[src/sv/cte_pkg.sv]
// Package for the cube texel to equirectangular sample block.
// Widths, face and register codes, pipeline stage types and the arctangent table.
// No dependencies.
package cte_pkg;

   localparam int FACE_SIZE_W  = 13;
   localparam int SRC_SIZE_W   = 14;
   localparam int FACE_SEL_W   = 3;
   localparam int TEX_W        = 12;
   localparam int COORD_W      = 13;
   localparam int FRAC_BITS    = 16;
   localparam int WORK_BITS    = 29;
   localparam int CSR_IDX_W    = 2;
   localparam int CSR_DATA_W   = 14;

   localparam logic [FACE_SIZE_W-1:0] MAX_FACE_SIZE = 13'd4096;
   localparam logic [SRC_SIZE_W-1:0]  MAX_SRC_SIZE  = 14'd8192;

   localparam logic [FACE_SIZE_W-1:0] FACE_SIZE_RESET  = 13'd512;
   localparam logic [SRC_SIZE_W-1:0]  SRC_WIDTH_RESET  = 14'd1024;
   localparam logic [SRC_SIZE_W-1:0]  SRC_HEIGHT_RESET = 14'd512;

   localparam logic [CSR_IDX_W-1:0] CSR_FACE_SIZE  = 2'd0;
   localparam logic [CSR_IDX_W-1:0] CSR_SRC_WIDTH  = 2'd1;
   localparam logic [CSR_IDX_W-1:0] CSR_SRC_HEIGHT = 2'd2;

   localparam logic [FACE_SEL_W-1:0] FACE_POS_X = 3'd0;
   localparam logic [FACE_SEL_W-1:0] FACE_NEG_X = 3'd1;
   localparam logic [FACE_SEL_W-1:0] FACE_POS_Y = 3'd2;
   localparam logic [FACE_SEL_W-1:0] FACE_NEG_Y = 3'd3;
   localparam logic [FACE_SEL_W-1:0] FACE_POS_Z = 3'd4;
   localparam logic [FACE_SEL_W-1:0] FACE_NEG_Z = 3'd5;

   // divider: (2t+1) << FRAC_BITS, one quotient bit per cell
   localparam int REM_W     = FACE_SIZE_W;
   localparam int NUM_W     = TEX_W + 1 + FRAC_BITS;
   localparam int DIV_STEPS = NUM_W;
   localparam int COMP_W    = FRAC_BITS + 2;
   localparam int ONE_Q     = 1 << FRAC_BITS;
   localparam int COMP_MAX  = (2 << FRAC_BITS) - 1;

   // square root of (dx^2 + dz^2) << 2(WORK_BITS-FRAC_BITS), two radicand bits per cell
   localparam int SQ_W       = 2 * COMP_W - 1;
   localparam int SQ_SHIFT   = 2 * (WORK_BITS - FRAC_BITS);
   localparam int RAD_W      = SQ_W + SQ_SHIFT + 1;
   localparam int ROOT_W     = RAD_W / 2;
   localparam int SREM_W     = ROOT_W + 3;
   localparam int SQRT_STEPS = ROOT_W;

   // CORDIC vectoring
   localparam int CORDIC_STEPS = 32;
   localparam int STEP_W       = 5;
   localparam int CV_W         = 34;
   localparam int ANG_W        = 36;
   localparam longint PI_Q32   = 64'sd13493037705;
   localparam logic signed [ANG_W-1:0] HALF_PI    = ANG_W'(PI_Q32 / 2);
   localparam logic signed [ANG_W-1:0] QUARTER_PI = ANG_W'(PI_Q32 / 4);
   localparam int INV_W        = 29;
   localparam logic [INV_W-1:0] INV_PI_Q30 = 29'd341782638;

   // 2^62 / (2k+1), floored, for the arctangent series
   localparam longint Q62 = longint'(1) << 62;
   localparam longint ODD_RECIP [31] = '{
      Q62 / 1,  Q62 / 3,  Q62 / 5,  Q62 / 7,  Q62 / 9,  Q62 / 11, Q62 / 13, Q62 / 15,
      Q62 / 17, Q62 / 19, Q62 / 21, Q62 / 23, Q62 / 25, Q62 / 27, Q62 / 29, Q62 / 31,
      Q62 / 33, Q62 / 35, Q62 / 37, Q62 / 39, Q62 / 41, Q62 / 43, Q62 / 45, Q62 / 47,
      Q62 / 49, Q62 / 51, Q62 / 53, Q62 / 55, Q62 / 57, Q62 / 59, Q62 / 61
   };

   typedef logic signed [ANG_W-1:0] atan_table_type [CORDIC_STEPS];

   function automatic atan_table_type build_atan_table();
      atan_table_type tbl;
      longint acc;
      longint term;
      int i;
      int k;
      for (i = 0; i < CORDIC_STEPS; i++) begin
         acc = 0;
         if (i == 0) begin
            tbl[i] = QUARTER_PI;
         end else begin
            for (k = 0; i * (2 * k + 1) <= 62; k++) begin
               term = ODD_RECIP[k] >>> (i * (2 * k + 1));
               if (k[0]) acc = acc - term;
               else acc = acc + term;
            end
            tbl[i] = ANG_W'((acc + (longint'(1) << 29)) >>> 30);
         end
      end
      return tbl;
   endfunction

   localparam atan_table_type ATAN_TABLE = build_atan_table();

   typedef struct packed {
      logic [REM_W-1:0] rem;
      logic [NUM_W-1:0] num;
      logic [NUM_W-1:0] quo;
   } div_lane_type;

   typedef struct packed {
      logic [FACE_SEL_W-1:0] face;
      div_lane_type          a;
      div_lane_type          b;
   } div_stage_type;

   typedef struct packed {
      logic [RAD_W-1:0]         rad;
      logic [SREM_W-1:0]        rem;
      logic [ROOT_W-1:0]        root;
      logic signed [COMP_W-1:0] dx;
      logic signed [COMP_W-1:0] dy;
      logic signed [COMP_W-1:0] dz;
      logic                     dir_ok;
   } sqrt_stage_type;

   typedef struct packed {
      logic signed [CV_W-1:0]  x;
      logic signed [CV_W-1:0]  y;
      logic signed [ANG_W-1:0] z;
   } cordic_lane_type;

   typedef struct packed {
      cordic_lane_type lon;
      cordic_lane_type lat;
      logic            dir_ok;
   } cordic_stage_type;

endpackage

[src/sv/cte_cordic_cell.sv]
// CORDIC vectoring cell: one micro-rotation for the longitude and latitude lanes.
// Depends on cte_pkg (arctangent table).
module cte_cordic_cell import cte_pkg::*; (
   input  logic              clock,
   input  logic              reset,
   input  logic              en,
   input  logic [STEP_W-1:0] step,
   input  logic              in_valid,
   input  cordic_stage_type  in_stage,
   output logic              out_valid,
   output cordic_stage_type  out_stage
);

   logic             valid_ff;
   cordic_stage_type stage_ff;
   cordic_stage_type stage_in;

   function automatic cordic_lane_type rotate(cordic_lane_type l, logic [STEP_W-1:0] s);
      logic signed [CV_W-1:0]  sx;
      logic signed [CV_W-1:0]  sy;
      logic signed [ANG_W-1:0] a;
      cordic_lane_type         r;
      sx = l.y >>> s;
      sy = l.x >>> s;
      a  = ATAN_TABLE[s];
      r  = l;
      if (l.y > 0) begin
         r.x = l.x + sx;
         r.y = l.y - sy;
         r.z = l.z + a;
      end else if (l.y < 0) begin
         r.x = l.x - sx;
         r.y = l.y + sy;
         r.z = l.z - a;
      end
      return r;
   endfunction

   always_comb begin
      stage_in.dir_ok = in_stage.dir_ok;
      stage_in.lon    = rotate(in_stage.lon, step);
      stage_in.lat    = rotate(in_stage.lat, step);
   end

   always_ff @(posedge clock) begin
      if (reset) begin
         valid_ff <= 1'b0;
      end else if (en) begin
         valid_ff <= in_valid;
      end
   end

   always_ff @(posedge clock) begin
      if (en) begin
         stage_ff <= stage_in;
      end
   end

   assign out_valid = valid_ff;
   assign out_stage = stage_ff;

endmodule

[config.mk]
export PLATFORM = sky130hd
export DESIGN_NAME = cte_cordic_cell
export DESIGN_NICKNAME = d
export VERILOG_FILES = /design/src/sv/cte_pkg.sv /design/src/sv/cte_cordic_cell.sv
export SDC_FILE = /design/constraint.sdc
export NUM_CORES = 2
export LEC_CHECK = 0
export BUFFER_PORTS_ARGS = -buffer_cell sky130_fd_sc_hd__buf_2
export CORE_ASPECT_RATIO = 1.4
export CORE_MARGIN = 2
export CORE_UTILIZATION = 30
export CTS_BUF_LIST = sky130_fd_sc_hd__clkbuf_16
export CTS_CLUSTER_DIAMETER = 80
export DETAILED_ROUTE_END_ITERATION = 12
export GPL_ROUTABILITY_DRIVEN = 0
export PLACE_DENSITY_LB_ADDON = 0.15
export SLEW_MARGIN = 20
export SYNTH_ARGS = -nofsm -noshare
export SYNTH_HDL_FRONTEND = slang
export SYNTH_SLANG_ARGS = --single-unit
[constraint.sdc]
create_clock -name clock -period 10.2 [get_ports clock]
set_input_delay 0 -clock clock [delete_from_list [all_inputs] [get_ports clock]]
set_output_delay 0 -clock clock [all_outputs]
set_load 0.05 [all_outputs]
; After elaboration in Yosys (flattened, before gate mapping)
; Memory sizes are Yosys's and may differ from the RTL's.
; Cells that the tools add are included.
[totals]
regBits = 210
latchBits = 0
mem_bits_rw = 0
rom_bits = 1152
in_bits = 218
output_inout_bits = 210
word_cells = 37
n_memories = 1
[op_classes]
addsub = 12
n_mul = 0
div_mod_pow = 0
magnitude_cmp = 5
eq_ne = 0
shift = 4
n_mux = 6
bitwise = 1
n_reduce_logical = 0
[memory_table]
columns = name, depth, width, rd, rd_clocked_by_memory_dff, wr, line
row1 = (no name shown), 32, 36, 1, 0, 0, cte_cordic_cell.sv:25  ; a = ATAN_TABLE[s];
[op_table]
columns = op, count
row1 = two-way mux 104 bit, 4
row2 = adder 34 bit, 4
row3 = >>> shifter 34 x 5 -> 34 bit, 4
row4 = subtractor 34 bit, 4
row5 = adder 36 bit, 2
row6 = two-way mux 36 bit, 2
row7 = subtractor 36 bit, 2
row8 = "greater-than comparator 34 x 1 -> 1 bit, second input constant", 2
row9 = "less-than comparator 34 x 1 -> 1 bit, second input constant", 2
row10 = ">= comparator 6 bit, second input constant", 1
row11 = NOT 5 -> 6 bit, 1

; Depth between registers and ports, before layout
[depth]
depth_word = 7
mapped_depth = 24
depth_no_buf = 21

; Least setup slack after synthesis
; OpenSTA, ideal clock, no wires.
[synth_path]
path_type = input -> register
start = input port step[0]
end = register stage_ff, in the netlist out_stage[125] (data pin)
setup_time_ns = 0.261
arrival_time_ns = 4.615
required_time_ns = 9.939
slack_ns = 5.325
stages = 22
path_buffers = 3
cell_sequence = clkbuf_1 buf_1 inv_2 clkbuf_1 ha_1 nand2b_1 nor2_1 nor2_1 a21oi_1 o22ai_1 inv_1 fa_1 nand2b_1 a211oi_1 o31a_1 o21a_1 a41o_1 a211oi_1 nor2_1 o21bai_1 mux2_2 a221o_1
[synth_rtl]
columns = item, line
row1 = from (decl), cte_cordic_cell.sv:7  ; input logic [STEP_W-1:0] step,
row2 = to (signal assigned), cte_cordic_cell.sv:55  ; stage_ff <= stage_in;
row3 = to (decl), cte_cordic_cell.sv:15  ; cordic_stage_type stage_ff;

==> results.ini <==
[synth]
yosys_warnings=0
netlist_instances=5204
yosysSeqAreaShare_pct=16.37
syn_area_per_cell_um2=7.392
syn_nets=5859
post_synth_num_cell_types=100
synth_top_cell_by_area=edfxtp_1
netlist.area_leader.share_pct=16.32
ys_ff_latch=210
synth_top_flop_cell=edfxtp_1
ys_top_cells_by_area=edfxtp_1 16%, ha_1 14%, a21oi_1 7.3%
synthTopCellsByCount=572 x nor2_1, 563 x a21oi_1, 529 x nand2_1
syn_area_um2=38470
synth.most_common_cell=nor2_1
async_flop_share_pct=0
synth_edf_count=209

[outcome]
status=finished, final reports clean

[pwr]
ir_worst_vdd_v=0.0001354
power_density_nw_per_um2=136.7
p_leak_nw=18.98
total_power_mw=6.017

[routing]
vias=40675
drt-wirelength-per-cell_um=23.95
viasPerCell=5.670
wl_mm=171.8
antenna_left=0
drtPass1Iterations=8
route.detailed.drc=0
drt_iter0_drc=2890

[clock_tree]
worstSkewPairLatency_ns=0.64
cts_setup_buffers=0
cts.clk_slew.worst_paths_ns=0.06
cts_made_buffers=28
cts_num_sinks=210
cts-root-buf=clkbuf_16
cts_max_path_buffers=3
cts_tree=done
htree_levels=1

[critical_path]
end_kind=register
critPathKind=in -> reg
slowest_delay_ns=0.87
r2r_end=out_valid$_SDFFE_PP0P_
start_kind=primary input
cp_slowest_cell=clkinv_1
crit_chain=buf_6, clkinv_1, ha_1, inv_1, nor2_1, a21oi_1, nor2_1, or3_1, ha_1, inv_1, or4b_2, nor2b_1, a221oi_1, a21o_1, o21ai_1, nand2_1, o2bb2ai_1, xor2_1, dlygate4sd3_1
rrSetupSlack_ns=9.06
crit_buf_inv=5
r2r-start=out_valid$_SDFFE_PP0P_
critPathArrivalTime_ns=6.65
cp_max_fo=93
required_ns=10.57
r2r_cells=3
cpLargestDelayFamily=buffers and inverters

[global_routing]
grt_max_degree=94
grt_overflow=0
grtUsageTotal_pct=25.13
antenna_found_initial=29
grt_pass1_wl_mm=251.7
grt_pass1_vias=39354

[timing]
skew_ns=0
setup_viol=0
fin_tns_setup_ns=0
tightest_slew_ns=1.116
period_minus_slack_ns=6.286
rsz0062_at_grt=no
setup_ws_ns=3.914
whs_ns=0.04060
post-route-period-util_pct=61.63
max_slew_margin_pct=25.62
fmaxAchievable_mhz=159.1
finalMaxSlewViolations=0
finalHoldViolCount=0

[floorplan]
rows=155
die_h_um=427.7
ios=428
die_area_um2=131100
coreArea_um2=127400
initial_core_util_pct=30.19
die_w_um=306.6

[place]
dpl_worst_slack_ns=3.871
io_buffers=427
dp_hpwl_mm=136.5

[min_path]
min_path_type=in -> reg
holdPathStages=4
hold_end=out_stage[38]$_DFFE_PP_
hold_start=in_stage[38]

[cells_and_area]
areaGrowthSynthToFinish_pct=14.43
fin_nets=6150
fillers=13613
layout-drive-gt1-share_pct=12.60

[job]
maxCapViolations=0

[worst reg2reg max path, stage by stage (launching register included)]
cell and delay, ns:
dfxtp_1 0.31, mux2i_1 0.12, nor2_1 0.05, dlygate4sd3_1 0.55
[cells by family (layout without fill, tap and decap cells)]
group	after synthesis	after routing	synth area share (%)
xor gates and xnor gates	268	268	6.102
other	0	10	0
adders and majority gates	437	437	14.45
buffers and inverters	705	1017	6.996
DFF	210	210	16.37
AOI/OAI and AO/OA	1760	1760	29.15
and+or+nand+nor	1605	1605	18.60
muxes	219	219	8.337
[sequential cells by signal (all words and copies together), names as in the netlist]
name	count
out_valid	1
out_stage	209
[per-stage QoR]
stage          util [%]  instance area [um^2]  instances
3_3_place_gp      32.73                 41700       6977
5_1_grt           34.54                 44010       7172
6_report          34.55                 44020       7174
3_5_place_dp      32.73                 41700       6977
4_1_cts           34.53                 43990       7164
2_1_floorplan         -                 38470       5204
[where the power goes]
group / leakage [nW] / total [mW] / switching (mW) / internal (mW)
Sequential: 2.05 / 1.23 / 0.0621 / 1.17
Clock: 0.460 / 1.05 / 0.454 / 0.592
Combinational: 16.5 / 3.74 / 2.50 / 1.24
[cell usage in the layout (no fill, tap or decap), types with 106 or more instances in the layout]
cell           netlist  final
inv_1              359    358
edfxtp_1           209    209
nor2_1             572    569
a21oi_1            563    563
a21o_1             106    106
ha_1               425    425
o21ai_0            346    345
buf_2               25    419
mux2i_1            110    110
xnor2_1            217    217
nand2_1            529    528
dlygate4sd3_1        0    136
[how the worst max path moves through the flow]
stage | endpoint | depth (start not counted) | start
after CTS | out_stage[34]$_DFFE_PP_ | 19 | step[1]
after floorplan | out_stage[125]$_DFFE_PP_ | 22 | step[0]
after global routing | out_stage[35]$_DFFE_PP_ | 20 | step[1]
after global placement | out_stage[140]$_DFFE_PP_ | 19 | step[1]
final | out_stage[36]$_DFFE_PP_ | 19 | step[1]
after detailed placement | out_stage[140]$_DFFE_PP_ | 19 | step[1]
[layer usage]
metal / up-vias / share of wire, % / routed length [um] / track usage (%)
li1: 19348 / - / - / -
met1: 19528 / 40 / 69040 / 29.76
met2: 1419 / 49 / 83950 / 44.57
met3: 352 / 5.4 / 9262 / 3.192
met4: 28 / 5.5 / 9387 / 12.64
met5: - / 0.10 / 173 / 0
[repair_timing]
action,CTS,global route
endpoints found under the hold margin,174,0
resized for setup,0,0
hold buffers,136,0
[final cells by class]
class	instances	area, um^2	share of cell area (%)
diodes	10	25.02	0.05685
clock buffers	29	725.7	1.649
clock inverters	22	205.2	0.4662
inverters	367	1381	3.138
multi-input cells	4289	29520	67.05
flip-flops and latches	210	6296	14.30
well taps	1648	2062	4.684
repair buffers	599	3807	8.650
Note: power is estimated with default switching activity, not from simulation.
