==> config.mk <==
export PLATFORM = sky130hd
export DESIGN_NAME = cte_sqrt_cell
export DESIGN_NICKNAME = d
export VERILOG_FILES = /design/src/sv/cte_pkg.sv /design/src/sv/cte_sqrt_cell.sv
export SDC_FILE = /design/constraint.sdc
export NUM_CORES = 1
export LEC_CHECK = 0
export BUFFER_PORTS_ARGS = -buffer_cell sky130_fd_sc_hd__buf_4
export CAP_MARGIN = 10
export CORE_MARGIN = 8
export CORE_UTILIZATION = 47
export CTS_BUF_LIST = sky130_fd_sc_hd__clkbuf_8 sky130_fd_sc_hd__clkbuf_16
export DETAILED_ROUTE_END_ITERATION = 8
export PLACE_DENSITY = 0.81
export SLEW_MARGIN = 20
export SYNTH_ARGS = -nofsm -noshare
export SYNTH_HDL_FRONTEND = slang
export SYNTH_SLANG_ARGS = --single-unit
==> constraint.sdc <==
create_clock -name clock -period 3.5 [get_ports clock]
set_input_delay 0.7 -clock clock [delete_from_list [all_inputs] [get_ports clock]]
set_output_delay 0.7 -clock clock [all_outputs]
set_load 0.02 [all_outputs]
==> src/sv/cte_pkg.sv <==
// Package for the cube texel to equirectangular sample block.
// Widths, face and register codes, pipeline stage types and the arctangent table.
// No dependencies.
package cte_pkg;

   localparam int FACE_SIZE_W  = 13;
   localparam int SRC_SIZE_W   = 14;
   localparam int FACE_SEL_W   = 3;
   localparam int TEX_W        = 12;
   localparam int COORD_W      = 13;
   localparam int FRAC_BITS    = 16;
   localparam int WORK_BITS    = 29;
   localparam int CSR_IDX_W    = 2;
   localparam int CSR_DATA_W   = 14;

   localparam logic [FACE_SIZE_W-1:0] MAX_FACE_SIZE = 13'd4096;
   localparam logic [SRC_SIZE_W-1:0]  MAX_SRC_SIZE  = 14'd8192;

   localparam logic [FACE_SIZE_W-1:0] FACE_SIZE_RESET  = 13'd512;
   localparam logic [SRC_SIZE_W-1:0]  SRC_WIDTH_RESET  = 14'd1024;
   localparam logic [SRC_SIZE_W-1:0]  SRC_HEIGHT_RESET = 14'd512;

   localparam logic [CSR_IDX_W-1:0] CSR_FACE_SIZE  = 2'd0;
   localparam logic [CSR_IDX_W-1:0] CSR_SRC_WIDTH  = 2'd1;
   localparam logic [CSR_IDX_W-1:0] CSR_SRC_HEIGHT = 2'd2;

   localparam logic [FACE_SEL_W-1:0] FACE_POS_X = 3'd0;
   localparam logic [FACE_SEL_W-1:0] FACE_NEG_X = 3'd1;
   localparam logic [FACE_SEL_W-1:0] FACE_POS_Y = 3'd2;
   localparam logic [FACE_SEL_W-1:0] FACE_NEG_Y = 3'd3;
   localparam logic [FACE_SEL_W-1:0] FACE_POS_Z = 3'd4;
   localparam logic [FACE_SEL_W-1:0] FACE_NEG_Z = 3'd5;

   // divider: (2t+1) << FRAC_BITS, one quotient bit per cell
   localparam int REM_W     = FACE_SIZE_W;
   localparam int NUM_W     = TEX_W + 1 + FRAC_BITS;
   localparam int DIV_STEPS = NUM_W;
   localparam int COMP_W    = FRAC_BITS + 2;
   localparam int ONE_Q     = 1 << FRAC_BITS;
   localparam int COMP_MAX  = (2 << FRAC_BITS) - 1;

   // square root of (dx^2 + dz^2) << 2(WORK_BITS-FRAC_BITS), two radicand bits per cell
   localparam int SQ_W       = 2 * COMP_W - 1;
   localparam int SQ_SHIFT   = 2 * (WORK_BITS - FRAC_BITS);
   localparam int RAD_W      = SQ_W + SQ_SHIFT + 1;
   localparam int ROOT_W     = RAD_W / 2;
   localparam int SREM_W     = ROOT_W + 3;
   localparam int SQRT_STEPS = ROOT_W;

   // CORDIC vectoring
   localparam int CORDIC_STEPS = 32;
   localparam int STEP_W       = 5;
   localparam int CV_W         = 34;
   localparam int ANG_W        = 36;
   localparam longint PI_Q32   = 64'sd13493037705;
   localparam logic signed [ANG_W-1:0] HALF_PI    = ANG_W'(PI_Q32 / 2);
   localparam logic signed [ANG_W-1:0] QUARTER_PI = ANG_W'(PI_Q32 / 4);
   localparam int INV_W        = 29;
   localparam logic [INV_W-1:0] INV_PI_Q30 = 29'd341782638;

   // 2^62 / (2k+1), floored, for the arctangent series
   localparam longint Q62 = longint'(1) << 62;
   localparam longint ODD_RECIP [31] = '{
      Q62 / 1,  Q62 / 3,  Q62 / 5,  Q62 / 7,  Q62 / 9,  Q62 / 11, Q62 / 13, Q62 / 15,
      Q62 / 17, Q62 / 19, Q62 / 21, Q62 / 23, Q62 / 25, Q62 / 27, Q62 / 29, Q62 / 31,
      Q62 / 33, Q62 / 35, Q62 / 37, Q62 / 39, Q62 / 41, Q62 / 43, Q62 / 45, Q62 / 47,
      Q62 / 49, Q62 / 51, Q62 / 53, Q62 / 55, Q62 / 57, Q62 / 59, Q62 / 61
   };

   typedef logic signed [ANG_W-1:0] atan_table_type [CORDIC_STEPS];

   function automatic atan_table_type build_atan_table();
      atan_table_type tbl;
      longint acc;
      longint term;
      int i;
      int k;
      for (i = 0; i < CORDIC_STEPS; i++) begin
         acc = 0;
         if (i == 0) begin
            tbl[i] = QUARTER_PI;
         end else begin
            for (k = 0; i * (2 * k + 1) <= 62; k++) begin
               term = ODD_RECIP[k] >>> (i * (2 * k + 1));
               if (k[0]) acc = acc - term;
               else acc = acc + term;
            end
            tbl[i] = ANG_W'((acc + (longint'(1) << 29)) >>> 30);
         end
      end
      return tbl;
   endfunction

   localparam atan_table_type ATAN_TABLE = build_atan_table();

   typedef struct packed {
      logic [REM_W-1:0] rem;
      logic [NUM_W-1:0] num;
      logic [NUM_W-1:0] quo;
   } div_lane_type;

   typedef struct packed {
      logic [FACE_SEL_W-1:0] face;
      div_lane_type          a;
      div_lane_type          b;
   } div_stage_type;

   typedef struct packed {
      logic [RAD_W-1:0]         rad;
      logic [SREM_W-1:0]        rem;
      logic [ROOT_W-1:0]        root;
      logic signed [COMP_W-1:0] dx;
      logic signed [COMP_W-1:0] dy;
      logic signed [COMP_W-1:0] dz;
      logic                     dir_ok;
   } sqrt_stage_type;

   typedef struct packed {
      logic signed [CV_W-1:0]  x;
      logic signed [CV_W-1:0]  y;
      logic signed [ANG_W-1:0] z;
   } cordic_lane_type;

   typedef struct packed {
      cordic_lane_type lon;
      cordic_lane_type lat;
      logic            dir_ok;
   } cordic_stage_type;

endpackage

==> src/sv/cte_sqrt_cell.sv <==
// Square root cell: one root bit of the horizontal magnitude per cycle while en is high.
// Depends on cte_pkg.
module cte_sqrt_cell import cte_pkg::*; (
   input  logic           clock,
   input  logic           reset,
   input  logic           en,
   input  logic           in_valid,
   input  sqrt_stage_type in_stage,
   output logic           out_valid,
   output sqrt_stage_type out_stage
);

   logic           valid_ff;
   sqrt_stage_type stage_ff;
   sqrt_stage_type stage_in;
   logic [SREM_W-1:0] rem_sh;
   logic [SREM_W-1:0] trial;

   always_comb begin
      stage_in     = in_stage;
      rem_sh       = {in_stage.rem[SREM_W-3:0], in_stage.rad[RAD_W-1 -: 2]};
      trial        = SREM_W'({in_stage.root, 2'b01});
      stage_in.rad = {in_stage.rad[RAD_W-3:0], 2'b00};
      if (rem_sh >= trial) begin
         stage_in.rem  = rem_sh - trial;
         stage_in.root = {in_stage.root[ROOT_W-2:0], 1'b1};
      end else begin
         stage_in.rem  = rem_sh;
         stage_in.root = {in_stage.root[ROOT_W-2:0], 1'b0};
      end
   end

   always_ff @(posedge clock) begin
      if (reset) begin
         valid_ff <= 1'b0;
      end else if (en) begin
         valid_ff <= in_valid;
      end
   end

   always_ff @(posedge clock) begin
      if (en) begin
         stage_ff <= stage_in;
      end
   end

   assign out_valid = valid_ff;
   assign out_stage = stage_ff;

endmodule

# Word-level counts from Yosys, hierarchy flattened
# Cells that the tools add are included.
# classes
order_cmp	1
n_mux	1
bitwise	0
n_reduce_logical	0
eq_ne	0
multipliers	0
shifts	0
n_addsub	1
div	0
# ops
op	n
2-to-1 mux 65 bit	1
>= comparator 34 x 33 -> 1 bit	1
subtractor 34 x 33 -> 34 bit	1
# totals
latchBits	0
mem_bits_ro	0
out_inout_bits	183
ram_bits	0
inputBits	186
register_bits	181
mem_count	0
wordCells	11

# Depth between registers and ports, before layout
# Gate-level depths: netlist of the first run.
# logic_depth
depth_word	2
depth_mapped	13
mapped_depth_nobuf	11

# Worst setup path before layout of the first run
# OpenSTA, ideal clock, no wires.
# synth_path
path_type	input -> register
startpoint	input port in_stage[55] (netlist name)
endpoint	register stage_ff, in the netlist out_stage[119] (data pin)
path_slack_ps	511
arrival_time_ps	2729
stages	11
setup_ps	260
path_buffers	1
path_cell_list	inv_1 -> ha_1 -> nor2b_1 -> o31a_1 -> o31ai_2 -> a21oi_2 -> o211a_4 -> o21ai_4 -> buf_6 -> nor2_1 -> mux2_4
# synth_rtl
item	line	text
from (decl)	cte_sqrt_cell.sv:8	input sqrt_stage_type in_stage,
to (signal assigned)	cte_sqrt_cell.sv:43	stage_ff <= stage_in;
to (decl)	cte_sqrt_cell.sv:14	sqrt_stage_type stage_ff;

==> results of run 1 <==
[metrics by stage]
stage | hold slack, ns | power, W | instances | worst slack, ns | instance area [sq um]
finish | 0.436 | 0.00591 | 1172 | 0.491 | 11500
global route | 0.419 | 0.00614 | 1172 | 0.233 | 11500
CTS | 0.422 | 0.00596 | 1172 | 0.491 | 11500
detailed placement | 0.511 | 0.00408 | 1141 | 0.0488 | 10900
global placement | 0.483 | 0.00405 | 1141 | 0.0468 | 10900
floorplan | 0.579 | 0.00341 | 563 | 0.511 | 7840
[cells in the final DEF (no fill, tap or decap), types with 3 or more instances in the layout]
cell,synthesis,layout
buf_4,4,370
or3_1,6,6
inv_1,42,42
clkbuf_16,0,17
xor2_1,15,15
edfxtp_1,180,180
xnor2_1,7,7
o211ai_1,5,5
a21o_1,16,16
o21a_1,6,6
nand2b_1,4,4
and4_1,3,3
nor2_1,43,43
mux2i_1,3,3
o21ai_0,21,21
inv_6,0,5
o31ai_1,8,8
a21oi_1,39,39
nor3_1,8,8
ha_1,33,33
nand4_1,5,5
nand3_1,11,11
and3_1,4,4
a211oi_1,5,5
a31oi_1,4,4
nand2_1,40,40
[final cells by class]
type                    instances  area (sq um)  area share, %
clock buffers                  17           425           3.72
multi-input cells             324          2170           19.0
repair buffers                373          2830           24.7
clock inverters                14           161           1.41
well taps                     220           275           2.40
flip-flops and latches        181          5430           47.4
inverters                      43           161           1.41
[worst paths after layout]
| kind | start | end | slack [ns] | depth (start not counted) |
|---|---|---|---|---|
| min | reset | out_valid$_SDFFE_PP0P_ | 0.44 | 2 |
| max | in_stage[55] | out_stage[98]$_DFFE_PP_ | 0.49 | 11 |
| max reg2reg | out_valid$_SDFFE_PP0P_ | out_valid$_SDFFE_PP0P_ | 2.91 | 2 |
| min reg2reg | out_valid$_SDFFE_PP0P_ | out_valid$_SDFFE_PP0P_ | 0.52 | 2 |
[sequential cells by signal, indices dropped and copies added (netlist names)]
name       flops
out_stage    180
out_valid      1
[logic make-up (layout without fill, tap and decap cells)]
group | after synthesis | count (layout)
buffers and inverters | 58 | 447
adders and majority gates | 33 | 33
xor gates and xnor gates | 22 | 22
AOI/OAI and AO/OA | 132 | 132
other | 1 | 2
DFF | 181 | 181
and+or+nand+nor | 131 | 131
muxes | 4 | 4
[power by group through the flow]
stage                     logic [W]  registers, W  clock network, W
final                       0.00134       0.00269           0.00189
after global routing        0.00143       0.00271           0.00201
after CTS                   0.00135       0.00269           0.00192
after detailed placement    0.00134       0.00274                 0
after global placement      0.00132       0.00273                 0
after floorplan            0.000403       0.00300                 0
[layer usage]
metal	vias to the layer above	GRT usage (%)	share of wire, %
met5	-	0	0.031
met4	2	7.60	2.2
met3	31	7.40	7.9
met2	260	42.5	53
met1	2953	26.6	37
li1	2870	-	-
==> flow_summary.ini, run 1 <==
[outcome]
status = finished clean

[sta]
hold_viol_final = 0
period_minus_slack_ns = 3.01
tightest_slew_ns = 0.648
fin_tns_setup_ns = 0
setup_viol_count_final = 0
relSlewSlack_pct = 56.7
finalCritPeriodShare_pct = 86.0
fin_skew_ns = 0
timing.fmax_mhz = 332
rsz0062_at_grt = no
maxSlewViolCount = 0

[global_route]
grt_max_degree = 79
grt_pass1_wl_mm = 37.7
grt-ovfl-total = 0
grt_pass1_vias = 5887
antenna_found_initial = 1
track_usage_pct = 23.8

[clocking]
clk_pin_slew_ns = 0.07
clk_path_buf_depth = 2
cts_tree = done
cts_root_buf = clkbuf_16
cts_hold_buf = 0
ctsHtreeMaxLevel = 4
cts_setup_buffers = 0
numCtsBuffers = 17
cts_resized = 0
worstSkewPairLatency_ns = 0.42
clkSinkCount = 181

[synthesis]
synth_top_family_by_area = compound AO/OA/AOI/OAI gates
synth_fa_ha_area_share_pct = 5.27
synth.avg_cell_area_sq_um = 13.9
ys_warn_count = 0
synthMuxAreaShare_pct = 0.575
synth_edf_count = 180
syn_inst = 562
synth_cell_types = 59
yosysSeqAreaShare_pct = 69.2
synth-xor-area-share_pct = 2.46
syn_area_sq_um = 7840
ys_seq_elements = 181
synth_compound_area_share_pct = 11.6
ys_top_cells_by_count = edfxtp_1 (180), nor2_1 (43), inv_1 (42)
synth.largest_area_cell = edfxtp_1
yosys-top-cells-area = edfxtp_1 (69%), ha_1 (5.3%), a21oi_1 (2.5%), nor2_1 (2.1%), inv_1 (2.0%)
synthSimpleGateAreaFrac_pct = 7.66
yosysMostFrequentCell = edfxtp_1
ys.flop_type = edfxtp_1
synth_top_area_share_pct = 69.0
async_flop_share_pct = 0

[power_and_ir_drop]
peakVddDrop_v = 0.000342
internal_power_w = 0.00421
p_per_area_nw_per_um2 = 516
switching_share_pct = 28.7
switchingPower_w = 0.00170
p_seq_share_pct = 45.4
power_frac_comb_pct = 22.7
clkPwrFrac_pct = 31.9
p_leak_nw = 5.06

[worst_setup_path]
slowest_stage = ha_1
cp-end-kind = flop
critPathRequiredTime_ns = 3.68
critical_path.top_delay_family = compound AO/OA/AOI/OAI gates
worst-path-max-fanout = 36
cp_cell_sequence = buf_4 -> inv_1 -> ha_1 -> nor2b_1 -> o31a_1 -> o31ai_2 -> a21oi_2 -> o211a_4 -> o21ai_4 -> inv_2 -> a31o_2
max_stage_delay_ns = 0.34
crit_arrival_ns = 3.19
startpoint_type = input pin
worst-path-buf-inv = 3
worstSetupPathType = in2reg

[final_layout]
finalNetCount = 1159
antenna_cells = 0
fin_util_pct = 69.5
drive_gt1_share_pct = 44.0
syn_to_final_growth_pct = 46.1
nFillCells = 1221

[drt]
first_pass_iters = 5
drtAntennaViolNets = 0
drc_errors = 0
vias = 6116
vias_per_cell = 5.22
wl_mm = 25.8
wire_per_inst_um = 22.1
drt_iter0_drc = 490

[place]
dp.final_hpwl_mm = 20.6
portBuffers = 364
gp_congestion = 0.868

[die]
dieArea_sq_um = 21100
die_x_um = 145
core-area_sq_um = 16500
start_util_pct = 47.6
die_h_um = 145
fp-row-count = 47
io-pin-count = 369

[run]
maxCapViolCount = 0

[hold_path]
hold_class = in2reg
Power figures use the tool's default switching activity.
==> inputs of run 2 (changes only) <==
--- a/config.mk
+++ b/config.mk
@@ -7,11 +7,13 @@
 export LEC_CHECK = 0
 export BUFFER_PORTS_ARGS = -buffer_cell sky130_fd_sc_hd__buf_4
 export CAP_MARGIN = 10
+export CELL_PAD_IN_SITES_DETAIL_PLACEMENT = 1
+export CELL_PAD_IN_SITES_GLOBAL_PLACEMENT = 1
 export CORE_MARGIN = 8
-export CORE_UTILIZATION = 47
+export CORE_UTILIZATION = 36
 export CTS_BUF_LIST = sky130_fd_sc_hd__clkbuf_8 sky130_fd_sc_hd__clkbuf_16
 export DETAILED_ROUTE_END_ITERATION = 8
-export PLACE_DENSITY = 0.81
+export PLACE_DENSITY_LB_ADDON = 0.1
 export SLEW_MARGIN = 20
 export SYNTH_ARGS = -nofsm -noshare
 export SYNTH_HDL_FRONTEND = slang
==> run 2 against run 1 <==
  * Combinational power barely moved
  * Non-clock buffer count up 4
  * Sequential cell count is the same
  * Via count decreased by 1.5%
  * Die area grew 27%
  * Design area grew 0.91%
  * Utilization shrank 16 points
  * First-iteration DRC count down 54%
  * Clock power is essentially flat
  * Hold slack worse by 0.0054 ns
  * Global-route usage down 3.7 points
==> flow_summary.ini, run 2 (synthesis results as in run 1) <==
[outcome]
status = finished clean

[worst_setup_path]
cp-end-kind = flop
critPathRequiredTime_ns = 3.68
crit_arrival_ns = 3.15
startpoint_type = input pin
worst-path-max-fanout = 11
worstSetupPathType = in2reg

[place]
gp_congestion = 0.840
dp.final_hpwl_mm = 22.5
portBuffers = 364
dpl_cell_area_sq_um = 11000

[clocking]
cts_hold_buf = 0
clk_pin_slew_ns = 0.07
ctsHtreeMaxLevel = 4
numCtsBuffers = 17
cts_root_buf = clkbuf_16
worstSkewPairLatency_ns = 0.42
cts_resized = 0
clk_path_buf_depth = 2
cts_tree = done
clkSinkCount = 181
cts_setup_buffers = 0

[final_layout]
nFillCells = 2297
syn_to_final_growth_pct = 47.4
finalNetCount = 1163
seq_area_sq_um = 5430
final_cell_area_sq_um = 11600
final_cell_mix = buf_4 (374), edfxtp_1 (180), nor2_1 (43)
mostFrequentLayoutCell = buf_4
drive_gt1_share_pct = 44.2
largest_reg_flops = 180
multi_input_area_sq_um = 2170

[sta]
maxSlewViolCount = 0
rsz0062_at_grt = no
relSlewSlack_pct = 63.6
setup_viol_count_final = 0
tightest_slew_ns = 0.546
timing.fmax_mhz = 336
finalCritPeriodShare_pct = 85.0
period_minus_slack_ns = 2.97
fin_skew_ns = 0
fin_tns_setup_ns = 0
hold_viol_final = 0

[die]
dieArea_sq_um = 26700
core-area_sq_um = 21600
start_util_pct = 36.3
fp-row-count = 54
die_x_um = 164
die_h_um = 164
io-pin-count = 369

[drt]
drc_errors = 0
drtAntennaViolNets = 0
vias_per_cell = 4.87
first_pass_iters = 4
drt_iter0_drc = 224
vias = 6024
wire_per_inst_um = 22.2
wl_mm = 27.5

[global_route]
track_usage_pct = 20.1
grt_pass1_vias = 6465
antenna_found_initial = 2
grt-ovfl-total = 0
grt_max_degree = 61
grt_pass1_wl_mm = 40.3

[hold_path]
hold_class = in2reg

[power_and_ir_drop]
peakVddDrop_v = 0.000297
p_leak_nw = 5.08
p_per_area_nw_per_um2 = 513
total_power_w = 0.00593

[run]
maxCapViolCount = 0
[run 2: changes by cell type in the layout (fill, tap and decap cells not counted), moves of 2 or more]
cell        before  now
inv_8            2    4
buf_4          370  374
inv_6            5    3
clkinvlp_4       2    0
clkinv_4         2    4
diode_2          0    2
[run 2: cell type report]
class                   count  area share [%]
repair buffers            377            24.8
clock buffers              17            3.68
multi-input cells         324            18.8
clock inverters            14            1.34
inverters                  43            1.40
well taps                 280            3.03
flip-flops and latches    181            47.0
diodes                      2          0.0433
[run 2: stage by stage]
stage / utilization (%) / hold slack (ns) / setup WS (ns) / instances
6_report: 53.4 / 0.431 / 0.526 / 1238
5_1_grt: 53.4 / 0.415 / 0.379 / 1238
4_1_cts: 53.4 / 0.412 / 0.530 / 1236
3_5_place_dp: 50.7 / 0.533 / 0.0901 / 1205
3_3_place_gp: 50.7 / 0.482 / 0.106 / 1205
2_1_floorplan: - / 0.579 / 0.511 / 563
[run 2: per-layer routing]
layer	GRT usage [%]	routed length, um
met2	36.2	14400
met5	0	0
met1	21.4	9970
met3	6.80	2500
met4	7.56	621
[run 2: power breakdown]
| group | switching, W | leakage (nW) | internal (W) |
|---|---|---|---|
| registers | 0.0000627 | 1.77 | 0.00263 |
| logic | 0.000772 | 3.03 | 0.000583 |
| clock network | 0.000927 | 0.285 | 0.000958 |
[run 2: worst max-delay path: stages]
cell	delay, ns
buf_4	0.08
inv_1	0.03
ha_1	0.36
a21oi_1	0.17
nor2_1	0.07
o41ai_2	0.46
a21oi_2	0.17
o211a_4	0.33
o21ai_4	0.25
inv_2	0.16
buf_4	0.21
nor2_1	0.10
a21oi_1	0.05
[run 2: final timing paths]
check | startpoint | end | slack (ns) | depth (start not counted)
min reg2reg | out_valid$_SDFFE_PP0P_ | out_valid$_SDFFE_PP0P_ | 0.54 | 2
max | in_stage[60] | out_stage[95]$_DFFE_PP_ | 0.53 | 13
min | reset | out_valid$_SDFFE_PP0P_ | 0.43 | 2
max reg2reg | out_valid$_SDFFE_PP0P_ | out_valid$_SDFFE_PP0P_ | 2.90 | 2
