File: src/sv/cte_pkg.sv
// Package for the cube texel to equirectangular sample block.
// Widths, face and register codes, pipeline stage types and the arctangent table.
// No dependencies.
package cte_pkg;

   localparam int FACE_SIZE_W  = 13;
   localparam int SRC_SIZE_W   = 14;
   localparam int FACE_SEL_W   = 3;
   localparam int TEX_W        = 12;
   localparam int COORD_W      = 13;
   localparam int FRAC_BITS    = 16;
   localparam int WORK_BITS    = 29;
   localparam int CSR_IDX_W    = 2;
   localparam int CSR_DATA_W   = 14;

   localparam logic [FACE_SIZE_W-1:0] MAX_FACE_SIZE = 13'd4096;
   localparam logic [SRC_SIZE_W-1:0]  MAX_SRC_SIZE  = 14'd8192;

   localparam logic [FACE_SIZE_W-1:0] FACE_SIZE_RESET  = 13'd512;
   localparam logic [SRC_SIZE_W-1:0]  SRC_WIDTH_RESET  = 14'd1024;
   localparam logic [SRC_SIZE_W-1:0]  SRC_HEIGHT_RESET = 14'd512;

   localparam logic [CSR_IDX_W-1:0] CSR_FACE_SIZE  = 2'd0;
   localparam logic [CSR_IDX_W-1:0] CSR_SRC_WIDTH  = 2'd1;
   localparam logic [CSR_IDX_W-1:0] CSR_SRC_HEIGHT = 2'd2;

   localparam logic [FACE_SEL_W-1:0] FACE_POS_X = 3'd0;
   localparam logic [FACE_SEL_W-1:0] FACE_NEG_X = 3'd1;
   localparam logic [FACE_SEL_W-1:0] FACE_POS_Y = 3'd2;
   localparam logic [FACE_SEL_W-1:0] FACE_NEG_Y = 3'd3;
   localparam logic [FACE_SEL_W-1:0] FACE_POS_Z = 3'd4;
   localparam logic [FACE_SEL_W-1:0] FACE_NEG_Z = 3'd5;

   // divider: (2t+1) << FRAC_BITS, one quotient bit per cell
   localparam int REM_W     = FACE_SIZE_W;
   localparam int NUM_W     = TEX_W + 1 + FRAC_BITS;
   localparam int DIV_STEPS = NUM_W;
   localparam int COMP_W    = FRAC_BITS + 2;
   localparam int ONE_Q     = 1 << FRAC_BITS;
   localparam int COMP_MAX  = (2 << FRAC_BITS) - 1;

   // square root of (dx^2 + dz^2) << 2(WORK_BITS-FRAC_BITS), two radicand bits per cell
   localparam int SQ_W       = 2 * COMP_W - 1;
   localparam int SQ_SHIFT   = 2 * (WORK_BITS - FRAC_BITS);
   localparam int RAD_W      = SQ_W + SQ_SHIFT + 1;
   localparam int ROOT_W     = RAD_W / 2;
   localparam int SREM_W     = ROOT_W + 3;
   localparam int SQRT_STEPS = ROOT_W;

   // CORDIC vectoring
   localparam int CORDIC_STEPS = 32;
   localparam int STEP_W       = 5;
   localparam int CV_W         = 34;
   localparam int ANG_W        = 36;
   localparam longint PI_Q32   = 64'sd13493037705;
   localparam logic signed [ANG_W-1:0] HALF_PI    = ANG_W'(PI_Q32 / 2);
   localparam logic signed [ANG_W-1:0] QUARTER_PI = ANG_W'(PI_Q32 / 4);
   localparam int INV_W        = 29;
   localparam logic [INV_W-1:0] INV_PI_Q30 = 29'd341782638;

   // 2^62 / (2k+1), floored, for the arctangent series
   localparam longint Q62 = longint'(1) << 62;
   localparam longint ODD_RECIP [31] = '{
      Q62 / 1,  Q62 / 3,  Q62 / 5,  Q62 / 7,  Q62 / 9,  Q62 / 11, Q62 / 13, Q62 / 15,
      Q62 / 17, Q62 / 19, Q62 / 21, Q62 / 23, Q62 / 25, Q62 / 27, Q62 / 29, Q62 / 31,
      Q62 / 33, Q62 / 35, Q62 / 37, Q62 / 39, Q62 / 41, Q62 / 43, Q62 / 45, Q62 / 47,
      Q62 / 49, Q62 / 51, Q62 / 53, Q62 / 55, Q62 / 57, Q62 / 59, Q62 / 61
   };

   typedef logic signed [ANG_W-1:0] atan_table_type [CORDIC_STEPS];

   function automatic atan_table_type build_atan_table();
      atan_table_type tbl;
      longint acc;
      longint term;
      int i;
      int k;
      for (i = 0; i < CORDIC_STEPS; i++) begin
         acc = 0;
         if (i == 0) begin
            tbl[i] = QUARTER_PI;
         end else begin
            for (k = 0; i * (2 * k + 1) <= 62; k++) begin
               term = ODD_RECIP[k] >>> (i * (2 * k + 1));
               if (k[0]) acc = acc - term;
               else acc = acc + term;
            end
            tbl[i] = ANG_W'((acc + (longint'(1) << 29)) >>> 30);
         end
      end
      return tbl;
   endfunction

   localparam atan_table_type ATAN_TABLE = build_atan_table();

   typedef struct packed {
      logic [REM_W-1:0] rem;
      logic [NUM_W-1:0] num;
      logic [NUM_W-1:0] quo;
   } div_lane_type;

   typedef struct packed {
      logic [FACE_SEL_W-1:0] face;
      div_lane_type          a;
      div_lane_type          b;
   } div_stage_type;

   typedef struct packed {
      logic [RAD_W-1:0]         rad;
      logic [SREM_W-1:0]        rem;
      logic [ROOT_W-1:0]        root;
      logic signed [COMP_W-1:0] dx;
      logic signed [COMP_W-1:0] dy;
      logic signed [COMP_W-1:0] dz;
      logic                     dir_ok;
   } sqrt_stage_type;

   typedef struct packed {
      logic signed [CV_W-1:0]  x;
      logic signed [CV_W-1:0]  y;
      logic signed [ANG_W-1:0] z;
   } cordic_lane_type;

   typedef struct packed {
      cordic_lane_type lon;
      cordic_lane_type lat;
      logic            dir_ok;
   } cordic_stage_type;

endpackage

File: src/sv/cte_div_cell.sv
// Divider cell: one restoring quotient bit for both texel components.
// Depends on cte_pkg.
module cte_div_cell import cte_pkg::*; (
   input  logic             clock,
   input  logic             reset,
   input  logic             en,
   input  logic [REM_W-1:0] divisor,
   input  logic             in_valid,
   input  div_stage_type    in_stage,
   output logic             out_valid,
   output div_stage_type    out_stage
);

   logic          valid_ff;
   div_stage_type stage_ff;
   div_stage_type stage_in;

   function automatic div_lane_type div_step(div_lane_type l, logic [REM_W-1:0] d);
      logic [REM_W:0] sh;
      div_lane_type   r;
      sh = {l.rem, l.num[NUM_W-1]};
      r.num = {l.num[NUM_W-2:0], 1'b0};
      if (sh >= {1'b0, d}) begin
         r.rem = REM_W'(sh - {1'b0, d});
         r.quo = {l.quo[NUM_W-2:0], 1'b1};
      end else begin
         r.rem = sh[REM_W-1:0];
         r.quo = {l.quo[NUM_W-2:0], 1'b0};
      end
      return r;
   endfunction

   always_comb begin
      stage_in.face = in_stage.face;
      stage_in.a    = div_step(in_stage.a, divisor);
      stage_in.b    = div_step(in_stage.b, divisor);
   end

   always_ff @(posedge clock) begin
      if (reset) begin
         valid_ff <= 1'b0;
      end else if (en) begin
         valid_ff <= in_valid;
      end
   end

   always_ff @(posedge clock) begin
      if (en) begin
         stage_ff <= stage_in;
      end
   end

   assign out_valid = valid_ff;
   assign out_stage = stage_ff;

endmodule

File: config.mk
export PLATFORM = sky130hd
export DESIGN_NAME = cte_div_cell
export DESIGN_NICKNAME = d
export VERILOG_FILES = /design/src/sv/cte_pkg.sv /design/src/sv/cte_div_cell.sv
export SDC_FILE = /design/constraint.sdc
export NUM_CORES = 1
export LEC_CHECK = 0
export BUFFER_PORTS_ARGS = -buffer_cell sky130_fd_sc_hd__buf_2
export CAP_MARGIN = 20
export CORE_MARGIN = 4
export CORE_UTILIZATION = 41
export DETAILED_ROUTE_END_ITERATION = 12
export PLACE_DENSITY = 0.76
export SETUP_SLACK_MARGIN = 0.4
export SLEW_MARGIN = 40
export SYNTH_ARGS = -nofsm -noshare
export SYNTH_HDL_FRONTEND = slang
export SYNTH_SLANG_ARGS = --single-unit
File: constraint.sdc
create_clock -name clock -period 2.4 [get_ports clock]
set_clock_uncertainty 0.2 [all_clocks]
set_input_delay 0.12 -clock clock [delete_from_list [all_inputs] [get_ports clock]]
set_output_delay 0.12 -clock clock [all_outputs]
set_load 0.005 [all_outputs]
After elaboration in Yosys (flattened, before gate mapping)
Cells that the tools add are included.
{ "word_totals": {"regBits": 144, "input_bits": 162, "out_inout_bits": 146, "elab_cells": 16} }
{ "op_classes": {"n_addsub": 2, "order_cmp": 2, "n_mux": 4} }
{ "ops": {"columns": ["cell", "count"], "rows": [
  [">= comparator 14 x 13 -> 1 bit", 2],
  ["2-to-1 mux 13 bit", 2],
  ["subtractor 13 bit", 2],
  ["2-to-1 mux 1 bit", 2]
]} }

Longest topological paths before layout
Gate-level depths: netlist of the first run.
{ "logic_depth": {"depth_word": 2, "depth_mapped": 10, "depth_no_buf": 9} }

Worst setup path before layout of the first run
OpenSTA, ideal clock, no wires.
{ "synth_timing": {"path_type": "input port to flip-flop", "start": "in in_stage[128] (netlist name)", "end": "reg stage_ff, in the netlist out_stage[134] (data pin)", "setup_time_ps": 260, "t_arrival_ps": 2075, "t_required_ps": 1940, "setup_slack_ps": -135, "cell_stages": 10, "n_path_buf": 1, "path_cell_list": "inv_1 > ha_1 > fa_1 > nor2b_4 > o31a_1 > o21ai_2 > a311o_1 > nand3_2 > buf_4 > mux2_2"} }
{ "synth_lines": {"columns": ["element", "line", "text"], "rows": [
  ["start, declared", "cte_div_cell.sv:9", "input div_stage_type in_stage,"],
  ["end signal, assigned", "cte_div_cell.sv:49", "stage_ff <= stage_in;"],
  ["end, declared", "cte_div_cell.sv:15", "div_stage_type stage_ff;"]
]} }

==> impl_metrics.json, run 1 <==
{
  "postSynthCellCount": 360,
  "grt_start_max_net_pins": 65,
  "synth-edff-count": 143,
  "worstHoldPathType": "in2reg",
  "cts-buffers-inserted": 17,
  "synth_warnings": 0,
  "timing.final.hold_violations": 1,
  "die_width_um": 128.4,
  "mostFrequentLayoutCells": "299 x sky130_fd_sc_hd__buf_2, 145 x sky130_fd_sc_hd__dlygate4sd3_1, 143 x sky130_fd_sc_hd__edfxtp_1",
  "violations": "negative hold slack",
  "met2_usage_in_global_routing_pct": 44.84,
  "post_synth_num_cell_types": 44,
  "detail_placement_hpwl_um": 13800,
  "timing.critical_path.to": "out_stage[137]",
  "final.hold.worst_slack_ns": -0.1416,
  "drt.antenna.violating_nets": 0,
  "critical_path_class": "in2reg",
  "ctsHoldBuffers": 145,
  "leakage_nw": 4.578,
  "worst_r2r_path_depth": 3,
  "row_count": 43,
  "synth_top_flop_cell": "sky130_fd_sc_hd__edfxtp_1",
  "drive_gt1_share_pct": 47.42,
  "netlist_area_um2": 5944,
  "outcome": "finished, violations left",
  "dr.first_iter.drc_count": 309,
  "timing.final.crit_period_ns": 2.174,
  "total_routing_usage_gr_pct": 25.29,
  "drt-pass1-iter-count": 4,
  "synth-seq-area-share_pct": 72.57,
  "cts_tree": "done",
  "post_synth_mux_area_share_pct": 5.241,
  "grt_pass1_vias": 5595,
  "layout_commonest_cell": "sky130_fd_sc_hd__buf_2",
  "p_per_area_nw_per_um2": 697.3,
  "synth_top_family_by_area": "compound AO/OA/AOI/OAI gates",
  "drt_wl_cell_um": 20.06,
  "r2r-start": "out_valid",
  "io_pins": 308,
  "drt_wl_total_um": 21150,
  "num_vias": 5229,
  "ff2ff_setup_slack_ns": 1.03,
  "globalplace.congestion": 0.8970,
  "worst_ir_drop_vdd_v": 0.0004546,
  "cp.arrival_ns": 2.13,
  "die_area_um2": 16490,
  "post_synth_simple_gate_area_pct": 4.736,
  "first_pass_grt_wire_length_um": 31310,
  "r2r_end": "out_valid",
  "timing.critical_path.to_type": "flop",
  "via_per_inst": 4.961,
  "cap_violations": 0,
  "clock-root-buffer": "sky130_fd_sc_hd__clkbuf_16",
  "critical_path.startpoint_type": "primary input",
  "synth_adder_area_share_pct": 6.146,
  "port_buffers": 303,
  "number_of_antenna_violations_at_the_first_check_in_global_routing": 2,
  "start_util_pct": 42.33,
  "final_worst_path_cycle_share_pct": 90.56,
  "use_met3_pct": 7.347,
  "clk_transition_reported_paths_ns": 0.06,
  "finalSetupViolCount": 0,
  "synth_xor_xnor_area_share_pct": 2.357,
  "synth_async_sr_flop_share_pct": 0,
  "gr-total-overflow": 0,
  "start_point_of_the_critical_path": "in_stage[128]",
  "core-area_um2": 14040,
  "post-route-drc-count": 0,
  "required_ns": 2.36,
  "flow.area_growth_from_synthesis_pct": 73.44,
  "cts.path.max_buffers": 2,
  "achievable-frequency_ghz": 0.4601,
  "htree_levels": 4,
  "syn_avg_cell_area_um2": 16.51,
  "grt_util_met1_pct": 27.91,
  "final-max-slew-violation-count": 0,
  "pre_cts_setup_slack_ns": -0.2798,
  "finalNetCount": 1050,
  "synth_compound_gate_area_share_pct": 7.030,
  "fp.dieH_um": 128.4,
  "busiest_layer": "met2",
  "report.power.total_mw": 7.189,
  "ys_ff_latch": 144,
  "critPathMaxFanout": 7,
  "fin_ws_ns": 0.2265,
  "setup_repair_after_global_routing_missed_its_margin": "yes",
  "insertion_delay_ns": 0.41,
  "cts_sinks": 144
}
==> where the power goes <==
part	internal (mW)	switching, mW	leakage [nW]
sequential	3.05	0.0758	1.41
combinational	0.766	0.592	2.88
clock	1.65	1.06	0.288
total	5.46	1.73	4.58
==> repair_timing <==
item / 4_1_cts / 5_1_grt
endpoints found under the hold margin: 174 / 1
pin swaps: 10 / 2
buffers inserted: 9 / 1
gates resized for setup: 20 / 8
endpoints found under the setup margin: 24 / 26
gates cloned: 1 / 0
==> how the worst min path moves through the flow <==
stage	start	to	slack [ns]	depth (start not counted)
after floorplan	reset	out_valid	-0.008	1
after global placement	reset	out_valid	0.08	2
after detailed placement	reset	out_valid	0.09	2
after CTS	in_stage[57]	out_stage[58]	-0.16	3
after global routing	in_stage[57]	out_stage[58]	-0.15	3
final	in_stage[57]	out_stage[58]	-0.14	3
==> state kept, by name (all words and copies together) (netlist names) <==
register	count
out_stage	143
out_valid	1
==> synthesized netlist by cell type (3+ instances only) <==
cell type / number / share of area [%]
sky130_fd_sc_hd__o21a_1: 9 / 1.1
sky130_fd_sc_hd__nor2_1: 20 / 1.3
sky130_fd_sc_hd__a21oi_1: 15 / 1.3
sky130_fd_sc_hd__inv_1: 20 / 1.3
sky130_fd_sc_hd__or3_1: 3 / 0.32
sky130_fd_sc_hd__o31a_1: 4 / 0.59
sky130_fd_sc_hd__nand2b_1: 3 / 0.32
sky130_fd_sc_hd__a21o_1: 4 / 0.51
sky130_fd_sc_hd__xor2_1: 6 / 0.88
sky130_fd_sc_hd__a211oi_1: 3 / 0.38
sky130_fd_sc_hd__edfxtp_1: 143 / 72
sky130_fd_sc_hd__nor2b_1: 3 / 0.32
sky130_fd_sc_hd__mux2_2: 20 / 3.8
sky130_fd_sc_hd__mux2i_1: 6 / 1.0
sky130_fd_sc_hd__buf_4: 4 / 0.51
sky130_fd_sc_hd__xnor2_1: 10 / 1.5
sky130_fd_sc_hd__nand2_1: 10 / 0.63
sky130_fd_sc_hd__nand3_1: 5 / 0.42
sky130_fd_sc_hd__ha_1: 26 / 5.5
sky130_fd_sc_hd__o21ai_0: 13 / 1.1
==> metrics by stage <==
step | util (%) | TNS, ns | instances | area, um2 | hold slack (ns)
6_report | 73.42 | 0 | 1054 | 10310 | -0.1416
3_5_place_dp | 57.20 | -5.809 | 865 | 8033 | 0.08620
3_3_place_gp | 57.20 | -3.940 | 865 | 8033 | 0.07651
5_1_grt | 73.42 | 0 | 1054 | 10310 | -0.1464
2_1_floorplan | - | -0.01487 | 361 | 6082 | -0.007617
4_1_cts | 73.17 | 0 | 1052 | 10270 | -0.1570
==> critical path, stage by stage <==
cell and delay [ns]:
sky130_fd_sc_hd__buf_8 0.09, sky130_fd_sc_hd__inv_12 0.03, sky130_fd_sc_hd__ha_4 0.15, sky130_fd_sc_hd__fa_2 0.36
sky130_fd_sc_hd__nor2b_4 0.13, sky130_fd_sc_hd__o31a_1 0.18, sky130_fd_sc_hd__o21ai_2 0.08, sky130_fd_sc_hd__a311o_1 0.33
sky130_fd_sc_hd__nand3_2 0.12, sky130_fd_sc_hd__buf_6 0.11, sky130_fd_sc_hd__buf_12 0.12, sky130_fd_sc_hd__mux2_4 0.30
==> cell families (layout without fill, tap and decap cells) <==
logic type / after synthesis / in the layout
other cells: 1 / 3
xor+xnor: 16 / 16
fa+ha+maj: 28 / 28
mux: 28 / 28
compound gates: 63 / 63
buf+inv: 25 / 537
flops: 144 / 144
simple gates: 55 / 55
==> metal layers <==
metal	vias up	part of all wire, %
met1	2495	36
li1	2404	-
met2	275	52
met5	-	0.033
met3	53	8.3
met4	2	4.1
==> layout make-up <==
| cell class | instances | area [um2] |
|---|---|---|
| Antenna cell | 1 | 2.502 |
| Clock buffer | 17 | 425.4 |
| Clock inverter | 15 | 180.2 |
| Sequential cell | 144 | 4314 |
| Fill cell | 887 | 3732 |
| Multi-Input combinational cell | 192 | 1690 |
| Timing Repair Buffer | 485 | 3372 |
| Tap cell | 180 | 225.2 |
| Inverter | 20 | 100.1 |
(Power assumes the default switching activity.)
==> run 2: changes to the inputs <==
--- a/config.mk
+++ b/config.mk
@@ -10,6 +10,7 @@
 export CORE_MARGIN = 4
 export CORE_UTILIZATION = 41
 export DETAILED_ROUTE_END_ITERATION = 12
+export MAX_ROUTING_LAYER = met4
 export PLACE_DENSITY = 0.76
 export SETUP_SLACK_MARGIN = 0.4
 export SLEW_MARGIN = 40
==> run 2 against run 1 <==
Compared with the run above:
- the run still ends with negative hold slack left
- final area down 0.64%
- via count about the same
- first-iteration DRC count down 14%
- combinational power about the same
- worst setup slack better by 0.013 ns
- core utilization down 0.47 points
- die area unchanged
- non-clock buffer count down 2
- clock power down 10%
- critical path depth down 1
- worst hold slack better by 0.026 ns
- routed wire length down 0.70%
- critical path type unchanged
- critical endpoint is now out_stage[141]
- largest power group unchanged
==> impl_metrics.json, run 2 (synthesis gave the netlist of run 1 again) <==
{
  "timing.critical_path.to": "out_stage[141]",
  "critPathMaxFanout": 2,
  "cts_sinks": 144,
  "timing.critical_path.to_type": "flop",
  "drt_wl_total_um": 21000,
  "gr-total-overflow": 0,
  "min_path_cells": 3,
  "drive_gt1_share_pct": 47.19,
  "critical_path_class": "in2reg",
  "cap_violations": 0,
  "globalplace.congestion": 0.9028,
  "total_routing_usage_gr_pct": 25.53,
  "port_buffers": 303,
  "violations": "negative hold slack",
  "htree_levels": 4,
  "met2_usage_in_global_routing_pct": 45.60,
  "leakage_nw": 4.535,
  "drt_wl_cell_um": 19.92,
  "core-area_um2": 14040,
  "layout_commonest_cell": "sky130_fd_sc_hd__buf_2",
  "outcome": "finished, violations left",
  "use_met3_pct": 6.227,
  "die_width_um": 128.4,
  "flow.area_growth_from_synthesis_pct": 72.32,
  "final-max-slew-violation-count": 0,
  "grt_pass1_vias": 5435,
  "r2r_end": "out_valid",
  "dr.first_iter.drc_count": 266,
  "placed_cells": 864,
  "number_of_flip_flops_under_the_largest_register_name": 143,
  "fp.dieH_um": 128.4,
  "first_pass_grt_wire_length_um": 30440,
  "worst_ir_drop_vdd_v": 0.0004499,
  "timing.final.hold_violations": 1,
  "worstHoldPathType": "in2reg",
  "io_pins": 308,
  "cts_tree": "done",
  "detail_placement_hpwl_um": 13710,
  "critical_path.startpoint_type": "primary input",
  "final.hold.worst_slack_ns": -0.1159,
  "row_count": 43,
  "start_util_pct": 42.33,
  "mostFrequentLayoutCells": "299 x sky130_fd_sc_hd__buf_2, 145 x sky130_fd_sc_hd__dlygate4sd3_1, 143 x sky130_fd_sc_hd__edfxtp_1",
  "die_area_um2": 16490,
  "achievable-frequency_ghz": 0.4629,
  "r2r-start": "out_valid",
  "required_ns": 2.37,
  "cts-buffers-inserted": 17,
  "via_per_inst": 4.959,
  "final_worst_path_cycle_share_pct": 90.01,
  "clock-root-buffer": "sky130_fd_sc_hd__clkbuf_16",
  "grt_util_met1_pct": 28.02,
  "post-route-drc-count": 0,
  "drt-pass1-iter-count": 4,
  "p_per_area_nw_per_um2": 674.4,
  "busiest_layer": "met2",
  "finalSetupViolCount": 0,
  "cts.path.max_buffers": 2,
  "setup_repair_after_global_routing_missed_its_margin": "yes",
  "ff2ff_setup_slack_ns": 1.04,
  "insertion_delay_ns": 0.42,
  "worst_r2r_path_depth": 3,
  "grt_start_max_net_pins": 65,
  "stdcell_count": 1054,
  "clk_transition_reported_paths_ns": 0.06,
  "drt.antenna.violating_nets": 0,
  "finalNetCount": 1048,
  "timing.final.crit_period_ns": 2.160,
  "start_point_of_the_critical_path": "in_stage[128]",
  "cp.arrival_ns": 2.13,
  "num_vias": 5227,
  "ctsHoldBuffers": 145,
  "number_of_antenna_violations_at_the_first_check_in_global_routing": 3
}
-- run 2: layout make-up --
type | count | area [um2]
Sequential cell | 144 | 4314
Fill cell | 888 | 3799
Timing Repair Buffer | 483 | 3349
Multi-Input combinational cell | 192 | 1703
Clock buffer | 18 | 429.2
Tap cell | 180 | 225.2
Clock inverter | 14 | 115.1
Inverter | 20 | 100.1
Antenna cell | 3 | 7.507
-- run 2: power by group --
| part | switching, mW | leakage, nW | internal (mW) |
|---|---|---|---|
| Sequential | 0.0748 | 1.41 | 3.05 |
| Combinational | 0.587 | 2.87 | 0.759 |
| Clock | 1.02 | 0.261 | 1.42 |
| Total | 1.69 | 4.53 | 5.22 |
-- run 2: worst min-delay path by stage --
stage / start / end / slack [ns]
after detailed placement: reset / out_valid / 0.09
after floorplan: reset / out_valid / -0.008
after global routing: in_stage[57] / out_stage[58] / -0.13
after global placement: reset / out_valid / 0.08
final: in_stage[57] / out_stage[58] / -0.12
after CTS: in_stage[57] / out_stage[58] / -0.14
-- run 2: layer usage --
metal,vias to the layer above,share of wire (%),wire length (um)
li1,2391,-,-
met1,2532,36,7612
met2,264,54,11280
met3,40,7.6,1591
met4,0,2.5,515
met5,-,0,0
-- run 2: critical path: stages --
cell	delay [ns]
sky130_fd_sc_hd__buf_12	0.11
sky130_fd_sc_hd__inv_12	0.04
sky130_fd_sc_hd__ha_4	0.13
sky130_fd_sc_hd__fa_2	0.23
sky130_fd_sc_hd__nor2b_4	0.05
sky130_fd_sc_hd__o31a_1	0.27
sky130_fd_sc_hd__buf_4	0.15
sky130_fd_sc_hd__o31a_1	0.24
sky130_fd_sc_hd__or4_1	0.41
sky130_fd_sc_hd__o2111a_1	0.13
sky130_fd_sc_hd__mux2_4	0.25
-- run 2: timing repair --
action                                 in CTS  in global routing
gates resized for setup                    11                 18
setup endpoints to repair                  24                 26
pin swaps                                   4                  7
buffers inserted                            9                  0
gates cloned                                1                  0
endpoints found under the hold margin     174                  1
-- run 2: through the flow --
stage | TNS [ns] | power, mW | utilization (%) | instance area [um2] | setup slack [ns]
after floorplan | -0.01487 | 3.629 | - | 6082 | -0.002124
after global placement | -3.912 | 4.187 | 57.15 | 8025 | -0.1989
after detailed placement | -5.709 | 4.230 | 57.15 | 8025 | -0.2870
after CTS | 0 | 6.879 | 72.30 | 10150 | 0.2539
after global routing | 0 | 7.211 | 72.95 | 10240 | 0.2060
final | 0 | 6.908 | 72.95 | 10240 | 0.2397
